--- src/rtl/modbus_rtu_register_slave_core_macros.svh ---
// Assertion macros for the Modbus RTU register slave.
// Expects signals clk and rst_n in the scope of use.
`ifndef MODBUS_RTU_REGISTER_SLAVE_CORE_MACROS_SVH
`define MODBUS_RTU_REGISTER_SLAVE_CORE_MACROS_SVH

// Checked on every edge outside reset.
`define MRS_ASSERT(label, prop, msg) \
    label: assert property (@(posedge clk) disable iff (!rst_n) prop) else $error(msg);

// Checked on every edge, reset included.
`define MRS_ASSERT_ALWAYS(label, prop, msg) \
    label: assert property (@(posedge clk) prop) else $error(msg);

`endif

--- src/rtl/mrs_pkg.sv ---
// Shared constants, types and the CRC-16 byte step for the Modbus RTU slave.
// No dependencies.
`timescale 1ns / 1ps

package mrs_pkg;

    localparam int READ_REGS   = 24;
    localparam int READ_AW     = $clog2(READ_REGS);
    localparam int WRITE_LIMIT = 12;
    localparam int MIN_FRAME   = 8;
    localparam int MAX_FRAME   = 256;
    localparam int HDR_BYTES   = 6;

    localparam logic [15:0] CRC_SEED = 16'hFFFF;
    localparam logic [15:0] CRC_POLY = 16'hA001;
    localparam logic [8:0]  LEN_SAT  = 9'd511;

    localparam logic [7:0] FC_READ_HOLDING = 8'h03;
    localparam logic [7:0] FC_WRITE_SINGLE = 8'h06;
    localparam logic [7:0] FC_EXC_FLAG     = 8'h80;
    localparam logic [7:0] EXC_ILLEGAL_FC  = 8'h01;

    typedef enum logic [1:0] {
        KIND_READ,
        KIND_WRITE,
        KIND_EXC
    } reply_kind_t;

    typedef struct packed {
        reply_kind_t kind;
        logic [7:0]  fc;
        logic [15:0] start;
        logic [15:0] count;
    } reply_desc_t;

    function automatic logic [15:0] crc16_byte(input logic [15:0] crc, input logic [7:0] b);
        logic [15:0] c;
        c = crc ^ {8'h00, b};
        for (int k = 0; k < 8; k++) begin
            c = c[0] ? ((c >> 1) ^ CRC_POLY) : (c >> 1);
        end
        return c;
    endfunction

endpackage

--- src/rtl/mrs_channels.sv ---
// Valid/ready channel interfaces: request, response and configuration.
// Depends on nothing.
`timescale 1ns / 1ps

interface mrs_req_if;
    logic        valid;
    logic        ready;
    logic        opcode;
    logic [7:0]  rx_byte;
    logic        rx_last;
    logic [4:0]  sensor_index;
    logic [15:0] sensor_value;

    modport source (output valid, opcode, rx_byte, rx_last, sensor_index, sensor_value,
                    input ready);
    modport sink   (input valid, opcode, rx_byte, rx_last, sensor_index, sensor_value,
                    output ready);
endinterface

interface mrs_rsp_if;
    logic        valid;
    logic        ready;
    logic [7:0]  tx_byte;
    logic        tx_last;
    logic        write_valid;
    logic [3:0]  write_index;
    logic [15:0] write_value;

    modport source (output valid, tx_byte, tx_last, write_valid, write_index, write_value,
                    input ready);
    modport sink   (input valid, tx_byte, tx_last, write_valid, write_index, write_value,
                    output ready);
endinterface

interface mrs_cfg_if;
    logic       valid;
    logic       ready;
    logic [7:0] device_address;

    modport source (output valid, device_address, input ready);
    modport sink   (input valid, device_address, output ready);
endinterface

--- src/rtl/mrs_sensor_mem.sv ---
// Sensor read map: synchronous RAM, one write and one read port, registered read data.
// Per-entry valid bits make never-written entries read as zero after reset. Uses mrs_pkg.
`timescale 1ns / 1ps

module mrs_sensor_mem
    import mrs_pkg::*;
(
    input  logic               clk,
    input  logic               rst_n,
    input  logic               wr_en,
    input  logic [READ_AW-1:0] wr_addr,
    input  logic [15:0]        wr_data,
    input  logic               rd_en,
    input  logic [READ_AW-1:0] rd_addr,
    output logic [15:0]        rd_data
);

    logic [15:0]          mem [READ_REGS];
    logic [READ_REGS-1:0] filled_reg;
    logic [15:0]          q_reg;
    logic                 q_valid_reg;

    always_ff @(posedge clk)
    begin
        if (wr_en)
        begin
            mem[wr_addr] <= wr_data;
        end
        if (rd_en)
        begin
            q_reg <= mem[rd_addr];
        end
    end

    always_ff @(posedge clk or negedge rst_n)
    begin
        if (!rst_n)
        begin
            filled_reg  <= '0;
            q_valid_reg <= 1'b0;
        end
        else
        begin
            if (wr_en)
            begin
                filled_reg[wr_addr] <= 1'b1;
            end
            if (rd_en)
            begin
                q_valid_reg <= filled_reg[rd_addr];
            end
        end
    end

    assign rd_data = q_valid_reg ? q_reg : 16'h0000;

endmodule

--- src/rtl/mrs_rx_frame.sv ---
// Request framing: header capture, CRC over all but the last two bytes, frame checks
// and reply dispatch. Uses mrs_pkg.
`timescale 1ns / 1ps

module mrs_rx_frame
    import mrs_pkg::*;
(
    input  logic        clk,
    input  logic        rst_n,
    input  logic        beat,
    input  logic [7:0]  rx_byte,
    input  logic        rx_last,
    input  logic [7:0]  device_address,
    output logic        start,
    output reply_desc_t desc
);

    logic [15:0]          crc_reg, crc_next;
    logic [15:0]          delay_reg, delay_next;
    logic [5:0][7:0]      hdr_reg, hdr_next;
    logic [8:0]           len_reg, len_next;
    logic [15:0]          got;
    logic [16:0]          span;
    logic                 frame_ok;

    always_comb
    begin
        hdr_next = hdr_reg;
        for (int k = 0; k < HDR_BYTES; k++)
        begin
            if (len_reg == 9'(k))
            begin
                hdr_next[k] = rx_byte;
            end
        end
        crc_next   = (len_reg >= 9'd2) ? crc16_byte(crc_reg, delay_reg[15:8]) : crc_reg;
        delay_next = {delay_reg[7:0], rx_byte};
        len_next   = (len_reg < LEN_SAT) ? len_reg + 9'd1 : len_reg;
        got        = {rx_byte, delay_reg[7:0]};

        desc.fc    = hdr_next[1];
        desc.start = {hdr_next[2], hdr_next[3]};
        desc.count = {hdr_next[4], hdr_next[5]};
        span       = {1'b0, desc.start} + {1'b0, desc.count};

        frame_ok = (len_next >= 9'(MIN_FRAME)) && (len_next <= 9'(MAX_FRAME))
                && (hdr_next[0] == device_address) && (got == crc_next);

        case (desc.fc)
            FC_READ_HOLDING:
            begin
                desc.kind = KIND_READ;
                start     = beat && rx_last && frame_ok && (span <= 17'(READ_REGS));
            end
            FC_WRITE_SINGLE:
            begin
                desc.kind = KIND_WRITE;
                start     = beat && rx_last && frame_ok && (desc.start < 16'(WRITE_LIMIT));
            end
            default:
            begin
                desc.kind = KIND_EXC;
                start     = beat && rx_last && frame_ok;
            end
        endcase
    end

    always_ff @(posedge clk or negedge rst_n)
    begin
        if (!rst_n)
        begin
            crc_reg   <= CRC_SEED;
            delay_reg <= '0;
            hdr_reg   <= '0;
            len_reg   <= '0;
        end
        else if (beat)
        begin
            if (rx_last)
            begin
                crc_reg   <= CRC_SEED;
                delay_reg <= '0;
                hdr_reg   <= '0;
                len_reg   <= '0;
            end
            else
            begin
                crc_reg   <= crc_next;
                delay_reg <= delay_next;
                hdr_reg   <= hdr_next;
                len_reg   <= len_next;
            end
        end
    end

endmodule

--- src/rtl/mrs_tx_engine.sv ---
// Response sequencer: header bytes, map words read from the sensor RAM, CRC low/high,
// into an output register. Uses mrs_pkg, mrs_rsp_if and the assertion macros.
`timescale 1ns / 1ps
`include "modbus_rtu_register_slave_core_macros.svh"

module mrs_tx_engine
    import mrs_pkg::*;
(
    input  logic               clk,
    input  logic               rst_n,
    input  logic               start,
    input  reply_desc_t        desc,
    input  logic [7:0]         device_address,
    output logic               busy,
    output logic               rd_en,
    output logic [READ_AW-1:0] rd_addr,
    input  logic [15:0]        rd_data,
    mrs_rsp_if.source          rsp
);

    typedef enum logic [2:0] {
        T_IDLE,
        T_HEAD,
        T_RDREQ,
        T_RDHI,
        T_RDLO,
        T_CRCLO,
        T_CRCHI
    } tx_state_t;

    tx_state_t          state_reg, state_next;
    logic [5:0][7:0]    hbuf_reg, hbuf_next;
    logic [2:0]         hidx_reg, hidx_next;
    logic [2:0]         hlen_reg, hlen_next;
    logic [READ_AW-1:0] ptr_reg, ptr_next;
    logic [READ_AW-1:0] left_reg, left_next;
    logic [15:0]        crc_reg, crc_next;
    logic               wr_reg, wr_next;
    logic [3:0]         widx_reg, widx_next;
    logic [15:0]        wval_reg, wval_next;

    logic               ov_reg, ov_next;
    logic [7:0]         byte_reg, byte_next;
    logic               last_reg, last_next;
    logic               wv_reg, wv_next;
    logic [3:0]         oidx_reg, oidx_next;
    logic [15:0]        oval_reg, oval_next;

    logic               can_emit;
    logic               emit;
    logic [7:0]         ebyte;
    logic               elast;

    assign can_emit = !ov_reg || rsp.ready;

    always_comb
    begin
        state_next = state_reg;
        hbuf_next  = hbuf_reg;
        hidx_next  = hidx_reg;
        hlen_next  = hlen_reg;
        ptr_next   = ptr_reg;
        left_next  = left_reg;
        crc_next   = crc_reg;
        wr_next    = wr_reg;
        widx_next  = widx_reg;
        wval_next  = wval_reg;
        emit       = 1'b0;
        ebyte      = 8'h00;
        elast      = 1'b0;
        rd_en      = 1'b0;
        rd_addr    = ptr_reg;

        case (state_reg)
            T_IDLE:
            begin
                if (start)
                begin
                    state_next   = T_HEAD;
                    hidx_next    = '0;
                    crc_next     = CRC_SEED;
                    ptr_next     = desc.start[READ_AW-1:0];
                    left_next    = desc.count[READ_AW-1:0];
                    widx_next    = desc.start[3:0];
                    wval_next    = desc.count;
                    hbuf_next    = '0;
                    hbuf_next[0] = device_address;
                    case (desc.kind)
                        KIND_READ:
                        begin
                            hbuf_next[1] = FC_READ_HOLDING;
                            hbuf_next[2] = {desc.count[6:0], 1'b0};
                            hlen_next    = 3'd3;
                            wr_next      = 1'b0;
                        end
                        KIND_WRITE:
                        begin
                            hbuf_next[1] = FC_WRITE_SINGLE;
                            hbuf_next[2] = desc.start[15:8];
                            hbuf_next[3] = desc.start[7:0];
                            hbuf_next[4] = desc.count[15:8];
                            hbuf_next[5] = desc.count[7:0];
                            hlen_next    = 3'd6;
                            wr_next      = 1'b1;
                        end
                        default:
                        begin
                            hbuf_next[1] = desc.fc | FC_EXC_FLAG;
                            hbuf_next[2] = EXC_ILLEGAL_FC;
                            hlen_next    = 3'd3;
                            wr_next      = 1'b0;
                        end
                    endcase
                end
            end
            T_HEAD:
            begin
                ebyte = hbuf_reg[hidx_reg];
                if (can_emit)
                begin
                    emit      = 1'b1;
                    crc_next  = crc16_byte(crc_reg, ebyte);
                    hidx_next = hidx_reg + 3'd1;
                    if (hidx_reg == hlen_reg - 3'd1)
                    begin
                        state_next = (wr_reg || left_reg == '0 || hlen_reg != 3'd3
                                      || hbuf_reg[1] != FC_READ_HOLDING) ? T_CRCLO : T_RDREQ;
                    end
                end
            end
            T_RDREQ:
            begin
                rd_en      = 1'b1;
                state_next = T_RDHI;
            end
            T_RDHI:
            begin
                ebyte = rd_data[15:8];
                if (can_emit)
                begin
                    emit       = 1'b1;
                    crc_next   = crc16_byte(crc_reg, ebyte);
                    state_next = T_RDLO;
                end
            end
            T_RDLO:
            begin
                ebyte = rd_data[7:0];
                if (can_emit)
                begin
                    emit       = 1'b1;
                    crc_next   = crc16_byte(crc_reg, ebyte);
                    ptr_next   = ptr_reg + READ_AW'(1);
                    left_next  = left_reg - READ_AW'(1);
                    state_next = (left_reg == READ_AW'(1)) ? T_CRCLO : T_RDREQ;
                end
            end
            T_CRCLO:
            begin
                ebyte = crc_reg[7:0];
                if (can_emit)
                begin
                    emit       = 1'b1;
                    state_next = T_CRCHI;
                end
            end
            T_CRCHI:
            begin
                ebyte = crc_reg[15:8];
                elast = 1'b1;
                if (can_emit)
                begin
                    emit       = 1'b1;
                    state_next = T_IDLE;
                end
            end
            default:
            begin
                state_next = T_IDLE;
            end
        endcase

        ov_next   = ov_reg && !rsp.ready;
        byte_next = byte_reg;
        last_next = last_reg;
        wv_next   = wv_reg;
        oidx_next = oidx_reg;
        oval_next = oval_reg;
        if (emit)
        begin
            ov_next   = 1'b1;
            byte_next = ebyte;
            last_next = elast;
            wv_next   = elast && wr_reg;
            oidx_next = (elast && wr_reg) ? widx_reg : 4'h0;
            oval_next = (elast && wr_reg) ? wval_reg : 16'h0000;
        end
    end

    always_ff @(posedge clk or negedge rst_n)
    begin
        if (!rst_n)
        begin
            state_reg <= T_IDLE;
            ov_reg    <= 1'b0;
            hbuf_reg  <= '0;
            hidx_reg  <= '0;
            hlen_reg  <= '0;
            ptr_reg   <= '0;
            left_reg  <= '0;
            crc_reg   <= CRC_SEED;
            wr_reg    <= 1'b0;
            widx_reg  <= '0;
            wval_reg  <= '0;
            byte_reg  <= '0;
            last_reg  <= 1'b0;
            wv_reg    <= 1'b0;
            oidx_reg  <= '0;
            oval_reg  <= '0;
        end
        else
        begin
            state_reg <= state_next;
            ov_reg    <= ov_next;
            hbuf_reg  <= hbuf_next;
            hidx_reg  <= hidx_next;
            hlen_reg  <= hlen_next;
            ptr_reg   <= ptr_next;
            left_reg  <= left_next;
            crc_reg   <= crc_next;
            wr_reg    <= wr_next;
            widx_reg  <= widx_next;
            wval_reg  <= wval_next;
            byte_reg  <= byte_next;
            last_reg  <= last_next;
            wv_reg    <= wv_next;
            oidx_reg  <= oidx_next;
            oval_reg  <= oval_next;
        end
    end

    assign busy            = (state_reg != T_IDLE);
    assign rsp.valid       = ov_reg;
    assign rsp.tx_byte     = byte_reg;
    assign rsp.tx_last     = last_reg;
    assign rsp.write_valid = wv_reg;
    assign rsp.write_index = oidx_reg;
    assign rsp.write_value = oval_reg;

    `MRS_ASSERT(a_start_when_idle, start |-> (state_reg == T_IDLE), "reply started while busy")
    `MRS_ASSERT(a_rd_in_map, rd_en |-> (rd_addr < READ_AW'(READ_REGS)), "read beyond map")
    `MRS_ASSERT(a_wv_on_last, (ov_reg && wv_reg) |-> last_reg, "write flag off last beat")
    `MRS_ASSERT(a_crchi_ends, (state_reg == T_CRCHI && emit) |=> (state_reg == T_IDLE),
                "reply did not end after CRC high")
    `MRS_ASSERT_ALWAYS(a_reset_empty, !rst_n |-> !rsp.valid, "response valid in reset")

endmodule

--- src/rtl/modbus_rtu_register_slave_core.sv ---
// Modbus RTU register slave top level: functions 0x03 and 0x06, exception reply.
// Depends on mrs_pkg, mrs_channels, mrs_sensor_mem, mrs_rx_frame, mrs_tx_engine.
//
// Channels: req carries beats of two kinds. opcode 0 is one request frame byte
// (rx_last marks the frame end); opcode 1 stores sensor_value into read-map slot
// sensor_index (slots 24 and up are ignored). rsp carries one response byte per
// beat, tx_last on the CRC high byte, write_valid/index/value on the last byte of
// a write-single-register reply. cfg writes the slave address (reset 1), ready
// always high.
// A frame byte or sensor beat is taken whenever req.ready is high. After the edge that
// accepts the last byte of an answered frame, the sequencer enters its header state and
// then registers the first reply byte; header and CRC bytes go out one per cycle unless
// rsp stalls, each map word as a RAM read and two bytes. req.ready is low during a reply.
// Reset clears framing state and the read map (zero), address to 1, no reply.
// When rsp stalls, the output register holds and the sequencer waits.
`timescale 1ns / 1ps

module modbus_rtu_register_slave_core
    import mrs_pkg::*;
(
    input  logic      clk,
    input  logic      rst_n,
    mrs_req_if.sink   req,
    mrs_rsp_if.source rsp,
    mrs_cfg_if.sink   cfg
);

    logic [7:0]         addr_reg;
    logic               accept;
    logic               busy;
    logic               start;
    reply_desc_t        desc;
    logic               rd_en;
    logic [READ_AW-1:0] rd_addr;
    logic [15:0]        rd_data;
    logic               sensor_wr;

    assign req.ready = !busy;
    assign cfg.ready = 1'b1;
    assign accept    = req.valid && req.ready;
    assign sensor_wr = accept && req.opcode && (req.sensor_index < 5'(READ_REGS));

    always_ff @(posedge clk or negedge rst_n)
    begin
        if (!rst_n)
        begin
            addr_reg <= 8'h01;
        end
        else if (cfg.valid)
        begin
            addr_reg <= cfg.device_address;
        end
    end

    mrs_sensor_mem u_mem (
        .clk     (clk),
        .rst_n   (rst_n),
        .wr_en   (sensor_wr),
        .wr_addr (req.sensor_index[READ_AW-1:0]),
        .wr_data (req.sensor_value),
        .rd_en   (rd_en),
        .rd_addr (rd_addr),
        .rd_data (rd_data)
    );

    mrs_rx_frame u_rx (
        .clk            (clk),
        .rst_n          (rst_n),
        .beat           (accept && !req.opcode),
        .rx_byte        (req.rx_byte),
        .rx_last        (req.rx_last),
        .device_address (addr_reg),
        .start          (start),
        .desc           (desc)
    );

    mrs_tx_engine u_tx (
        .clk            (clk),
        .rst_n          (rst_n),
        .start          (start),
        .desc           (desc),
        .device_address (addr_reg),
        .busy           (busy),
        .rd_en          (rd_en),
        .rd_addr        (rd_addr),
        .rd_data        (rd_data),
        .rsp            (rsp)
    );

endmodule
--- src/flat_wrapper.sv ---
// flat-port wrapper written by rule: the top's interface ports become plain ports
module modbus_rtu_register_slave_core_flat import mrs_pkg::*;
  (clk, rst_n, req_valid, req_opcode, req_rx_byte, req_rx_last, req_sensor_index, req_sensor_value, req_ready, rsp_valid, rsp_tx_byte, rsp_tx_last, rsp_write_valid, rsp_write_index, rsp_write_value, rsp_ready, cfg_valid, cfg_device_address, cfg_ready);
  mrs_req_if req_i ();
  mrs_rsp_if rsp_i ();
  mrs_cfg_if cfg_i ();
  input  logic clk;
  input  logic rst_n;
  input wire logic [$bits(req_i.valid)-1:0] req_valid;
  input wire logic [$bits(req_i.opcode)-1:0] req_opcode;
  input wire logic [$bits(req_i.rx_byte)-1:0] req_rx_byte;
  input wire logic [$bits(req_i.rx_last)-1:0] req_rx_last;
  input wire logic [$bits(req_i.sensor_index)-1:0] req_sensor_index;
  input wire logic [$bits(req_i.sensor_value)-1:0] req_sensor_value;
  output wire logic [$bits(req_i.ready)-1:0] req_ready;
  output wire logic [$bits(rsp_i.valid)-1:0] rsp_valid;
  output wire logic [$bits(rsp_i.tx_byte)-1:0] rsp_tx_byte;
  output wire logic [$bits(rsp_i.tx_last)-1:0] rsp_tx_last;
  output wire logic [$bits(rsp_i.write_valid)-1:0] rsp_write_valid;
  output wire logic [$bits(rsp_i.write_index)-1:0] rsp_write_index;
  output wire logic [$bits(rsp_i.write_value)-1:0] rsp_write_value;
  input wire logic [$bits(rsp_i.ready)-1:0] rsp_ready;
  input wire logic [$bits(cfg_i.valid)-1:0] cfg_valid;
  input wire logic [$bits(cfg_i.device_address)-1:0] cfg_device_address;
  output wire logic [$bits(cfg_i.ready)-1:0] cfg_ready;
  assign req_i.valid = req_valid;
  assign req_i.opcode = req_opcode;
  assign req_i.rx_byte = req_rx_byte;
  assign req_i.rx_last = req_rx_last;
  assign req_i.sensor_index = req_sensor_index;
  assign req_i.sensor_value = req_sensor_value;
  assign req_ready = req_i.ready;
  assign rsp_valid = rsp_i.valid;
  assign rsp_tx_byte = rsp_i.tx_byte;
  assign rsp_tx_last = rsp_i.tx_last;
  assign rsp_write_valid = rsp_i.write_valid;
  assign rsp_write_index = rsp_i.write_index;
  assign rsp_write_value = rsp_i.write_value;
  assign rsp_i.ready = rsp_ready;
  assign cfg_i.valid = cfg_valid;
  assign cfg_i.device_address = cfg_device_address;
  assign cfg_ready = cfg_i.ready;
  modbus_rtu_register_slave_core u_core (.clk(clk), .rst_n(rst_n), .req(req_i), .rsp(rsp_i), .cfg(cfg_i));
endmodule
--- config.mk ---
export PLATFORM = sky130hd
export DESIGN_NAME = modbus_rtu_register_slave_core_flat
export DESIGN_NICKNAME = d
export VERILOG_FILES = /design/src/rtl/mrs_pkg.sv /design/src/rtl/mrs_channels.sv /design/src/rtl/mrs_sensor_mem.sv /design/src/rtl/mrs_rx_frame.sv /design/src/rtl/mrs_tx_engine.sv /design/src/rtl/modbus_rtu_register_slave_core.sv /design/src/flat_wrapper.sv
export VERILOG_INCLUDE_DIRS = /design/src /design/src/rtl
export SDC_FILE = /design/constraint.sdc
export NUM_CORES = 1
export LEC_CHECK = 0
export BUFFER_PORTS_ARGS = -buffer_cell sky130_fd_sc_hd__buf_2
export CAP_MARGIN = 20
export CELL_PAD_IN_SITES_DETAIL_PLACEMENT = 2
export CELL_PAD_IN_SITES_GLOBAL_PLACEMENT = 2
export CORE_ASPECT_RATIO = 1.25
export CORE_MARGIN = 4
export CORE_UTILIZATION = 49
export DETAILED_ROUTE_END_ITERATION = 10
export PLACE_DENSITY = 0.82
export SYNTH_ARGS = -nofsm -noshare
export SYNTH_HDL_FRONTEND = slang
export SYNTH_SLANG_ARGS = --single-unit
--- constraint.sdc ---
create_clock -name clk -period 8.4 [get_ports clk]
set_clock_uncertainty 0.15 [all_clocks]
set_input_delay 0.42 -clock clk [delete_from_list [all_inputs] [get_ports clk]]
set_output_delay 0.42 -clock clk [all_outputs]
set_load 0.005 [all_outputs]
==> results.cfg <==
[synthesis]
async_flop_share = 0.3902
synth_top_area_frac = 0.3901
ys_top_cells_by_area = edfxtp_1, dfrtp_1, mux4_2, dfstp_2, mux2_2
syn_area_um2 = 30790
ys_ff_latch = 656
ys_warn_count = 0
synth_edf_count = 400
synth_nets = 2321
yosys.cell_types.count = 91
syn_inst = 2254
yosys.area.top_type = edfxtp_1
synth_common_cells = edfxtp_1, dfrtp_1, nand2_1, nor2_1, mux4_2
synthFlopType = edfxtp_1
yosysSeqAreaShare = 0.5995
post-synth-top-count-cell = edfxtp_1
synth.avg_cell_area_um2 = 13.66

[setup_path]
ff2ff_path_depth = 19
worst_path_max_delay_cell = and2_2
crit_type = register to register
path_max_fanout = 34
critPathTopFamily = compound AO/OA/AOI/OAI gates
reg2reg_from = u_core.u_rx.len_reg[1]$_DFFE_PN0P_
cp-start-kind = register
cp.arrival_ns = 7.50
r2r-end = u_core.u_tx.wval_reg[10]$_DFFE_PN0P_
r2r_slack_ns = 1.24
path_cells = inv_1 > ha_1 > nor4bb_1 > nand2_1 > a21oi_1 > inv_1 > ha_1 > ha_1 > a221oi_1 > o211ai_1 > a311oi_2 > o21ai_0 > xnor2_1 > nand4_1 > o21bai_1 > buf_4 > and2_2 > buf_4 > mux2_2
crit_required_ns = 8.74
slowest_delay_ns = 0.75
path_buf_inv = 4
setup.worst_path.end_class = register
cpMostUsedCell = ha_1

[grt]
grt_pass1_wl_um = 161900
antenna_found_initial = 3
grt_max_degree = 81
grt_pass1_vias = 23190
grt_remaining_overflow = 0
grt_usage = 0.3291

[cts]
clkTransAtPathRegs_ns = 0.06
post-cts-setup-buffers = 0
clock_tree.root_cell = clkbuf_16
cts-hold-fix-buffers = 9
cts_resized = 0
clock_path_buffers = 3
htreeDepth = 3
cts.sinks = 656
cts_buffers = 69
cts_tree = yes
clk_latency_ns = 0.63

[drt]
firstDrtPassIters = 9
wl_met1_um = 40620
highest_layer = met4
num_vias = 21150
drtIter0Drc = 1882
routed_wl_um = 111000
routedWlPerCell_um = 34.58
drc = 0
met2_length_um = 58910
vias_per_cell = 6.591
met3_length_um = 5817
antenna_left = 0

[timing]
setup_violations = 0
slew_violations = 0
worst_slack_ns = 1.242
rsz0062_at_grt = no
tns_ns = 0
finalCritPeriodShare = 0.8522
tightest_slew_ns = 1.168
fmax_mhz = 139.7
hold_violations = 0
slew_headroom = 0.2196
whs_ns = 0.05202
fin_crit_ns = 7.158

[pwr]
p_sw_mw = 4.392
p_per_area_nw_per_um2 = 340.5
p_int_mw = 7.364
p_comb_frac = 0.372
p_leak_nw = 13.29
seq_power_share = 0.356
peakVddDrop_v = 0.0002193
clkPwrFrac = 0.272
p_sw_frac = 0.3736

[place]
globalplace.congestion = 0.8534
pre_cts_slack_ns = 1.592
dp_hpwl_um = 68040
io_buffers = 75

[final_layout]
utilization = 0.5555
fin_nets = 2388
num-fill-cells = 5637
drive_gt1_frac = 0.2256
area_growth_pct = 12.13
largest_reg_flops = 384

[floorplan]
ios = 77
die-width_um = 232.2
die_y_um = 288.3
die_area_um2 = 66940
initial_utilization = 0.4954
core_area_um2 = 62150
rows = 102

[run_status]
status = finished, final reports clean

[hold_path]
min_path_cells = 3
hp-class = primary input to register
holdPathEnd = u_core.addr_reg[0]$_DFFE_PN1P_
hold_path.startpoint = cfg_valid

[flow_run]
maxCapViolCount = 0
==> worst max path at each step <==
| stage | start | to | slack (ns) | cells after the start |
|---|---|---|---|---|
| CTS | u_core.u_rx.len_reg[1]$_DFFE_PN0P_ | u_core.u_tx.wval_reg[10]$_DFFE_PN0P_ | 1.40 | 19 |
| detailed placement | u_core.u_rx.len_reg[1]$_DFFE_PN0P_ | u_core.u_tx.hbuf_reg[10]$_DFFE_PN0P_ | 1.59 | 19 |
| finish | u_core.u_rx.len_reg[1]$_DFFE_PN0P_ | u_core.u_tx.wval_reg[10]$_DFFE_PN0P_ | 1.24 | 19 |
| floorplan | u_core.u_rx.len_reg[1]$_DFFE_PN0P_ | u_core.u_tx.widx_reg[0]$_DFFE_PN0P_ | 3.39 | 21 |
| global placement | u_core.u_rx.len_reg[1]$_DFFE_PN0P_ | u_core.u_tx.hbuf_reg[4]$_DFFE_PN0P_ | 1.96 | 19 |
| global route | u_core.u_rx.len_reg[1]$_DFFE_PN0P_ | u_core.u_tx.hbuf_reg[20]$_DFFE_PN0P_ | 0.79 | 19 |
==> tightest hold or removal path, stage by stage <==
cell     delay (ns)
buf_2          0.19
nand2_1        0.10
o21ai_0        0.08
==> per-layer routing <==
metal | GRT usage | vias to the layer above
li1 | - | 8629
met1 | 0.3870 | 11320
met2 | 0.5965 | 925
met3 | 0.04834 | 274
met4 | 0.1492 | 0
met5 | 0 | -
==> layout make-up <==
cell class | instances | area, µm² | share of cell area
flip-flops and latches | 656 | 18470 | 0.5349
multi-input cells | 1399 | 11530 | 0.3339
clock buffers | 87 | 1876 | 0.05432
well taps | 832 | 1041 | 0.03015
repair buffers | 144 | 1003 | 0.02906
clock inverters | 39 | 414.1 | 0.01200
inverters | 51 | 191.4 | 0.005545
diodes | 1 | 2.502 | 0.00007248
==> power groups by stage <==
stage / Sequential, mW / Combinational, mW / Clock [mW]
2_1_floorplan: 3.99 / 3.11 / 0
3_3_place_gp: 4.21 / 3.88 / 0
3_5_place_dp: 4.24 / 4.13 / 0
4_1_cts: 4.19 / 4.29 / 3.24
5_1_grt: 4.21 / 4.63 / 3.38
6_report: 4.19 / 4.37 / 3.20
==> layout by cell type (no fill, tap or decap), types with 8 or more instances in the layout <==
cell           count
or2_2             33
inv_1             51
clkbuf_16         70
dfrtp_1          220
a31oi_1            8
nand2b_1          14
mux2_2            76
nor4_1            13
o22ai_1           16
a22oi_1           22
a22o_1            53
clkinv_1           8
nand3_1           30
xnor2_1           77
clkbuf_1          11
nand2_1          164
o21ai_0           90
dlygate4sd3_1      9
edfxtp_1         400
ha_1              23
xor2_1            55
nor3_1            22
mux4_2           127
and2_1            18
mux2i_1           67
buf_4             53
nand3b_1          23
nand4_1           13
o22a_1            22
a221oi_1          12
clkinv_2          15
a21o_1            14
a21oi_1           93
buf_2             74
nor2_1           162
nor2b_1           15
dfstp_2           33
==> per-stage QoR <==
step / instance area, µm² / cells / power (mW)
6_report: 34530 / 3209 / 11.76
5_1_grt: 34530 / 3209 / 12.22
4_1_cts: 34420 / 3203 / 11.73
3_5_place_dp: 32040 / 3068 / 8.368
3_3_place_gp: 32000 / 3064 / 8.085
2_1_floorplan: 30790 / 2254 / 7.103
==> cell families (layout without fill, tap and decap cells) <==
| logic type | Yosys count | in the layout | synth area share |
|---|---|---|---|
| DFF | 656 | 656 | 0.5995 |
| and+or+nand+nor | 550 | 550 | 0.08765 |
| AOI/OAI and AO/OA | 414 | 414 | 0.09212 |
| muxes | 274 | 274 | 0.1439 |
| buffers and inverters | 199 | 321 | 0.02633 |
| xor gates and xnor gates | 137 | 137 | 0.04100 |
| adders and majority gates | 23 | 23 | 0.009346 |
| other | 1 | 2 | 0.0001218 |
Note: power is estimated with default switching activity, not from simulation.
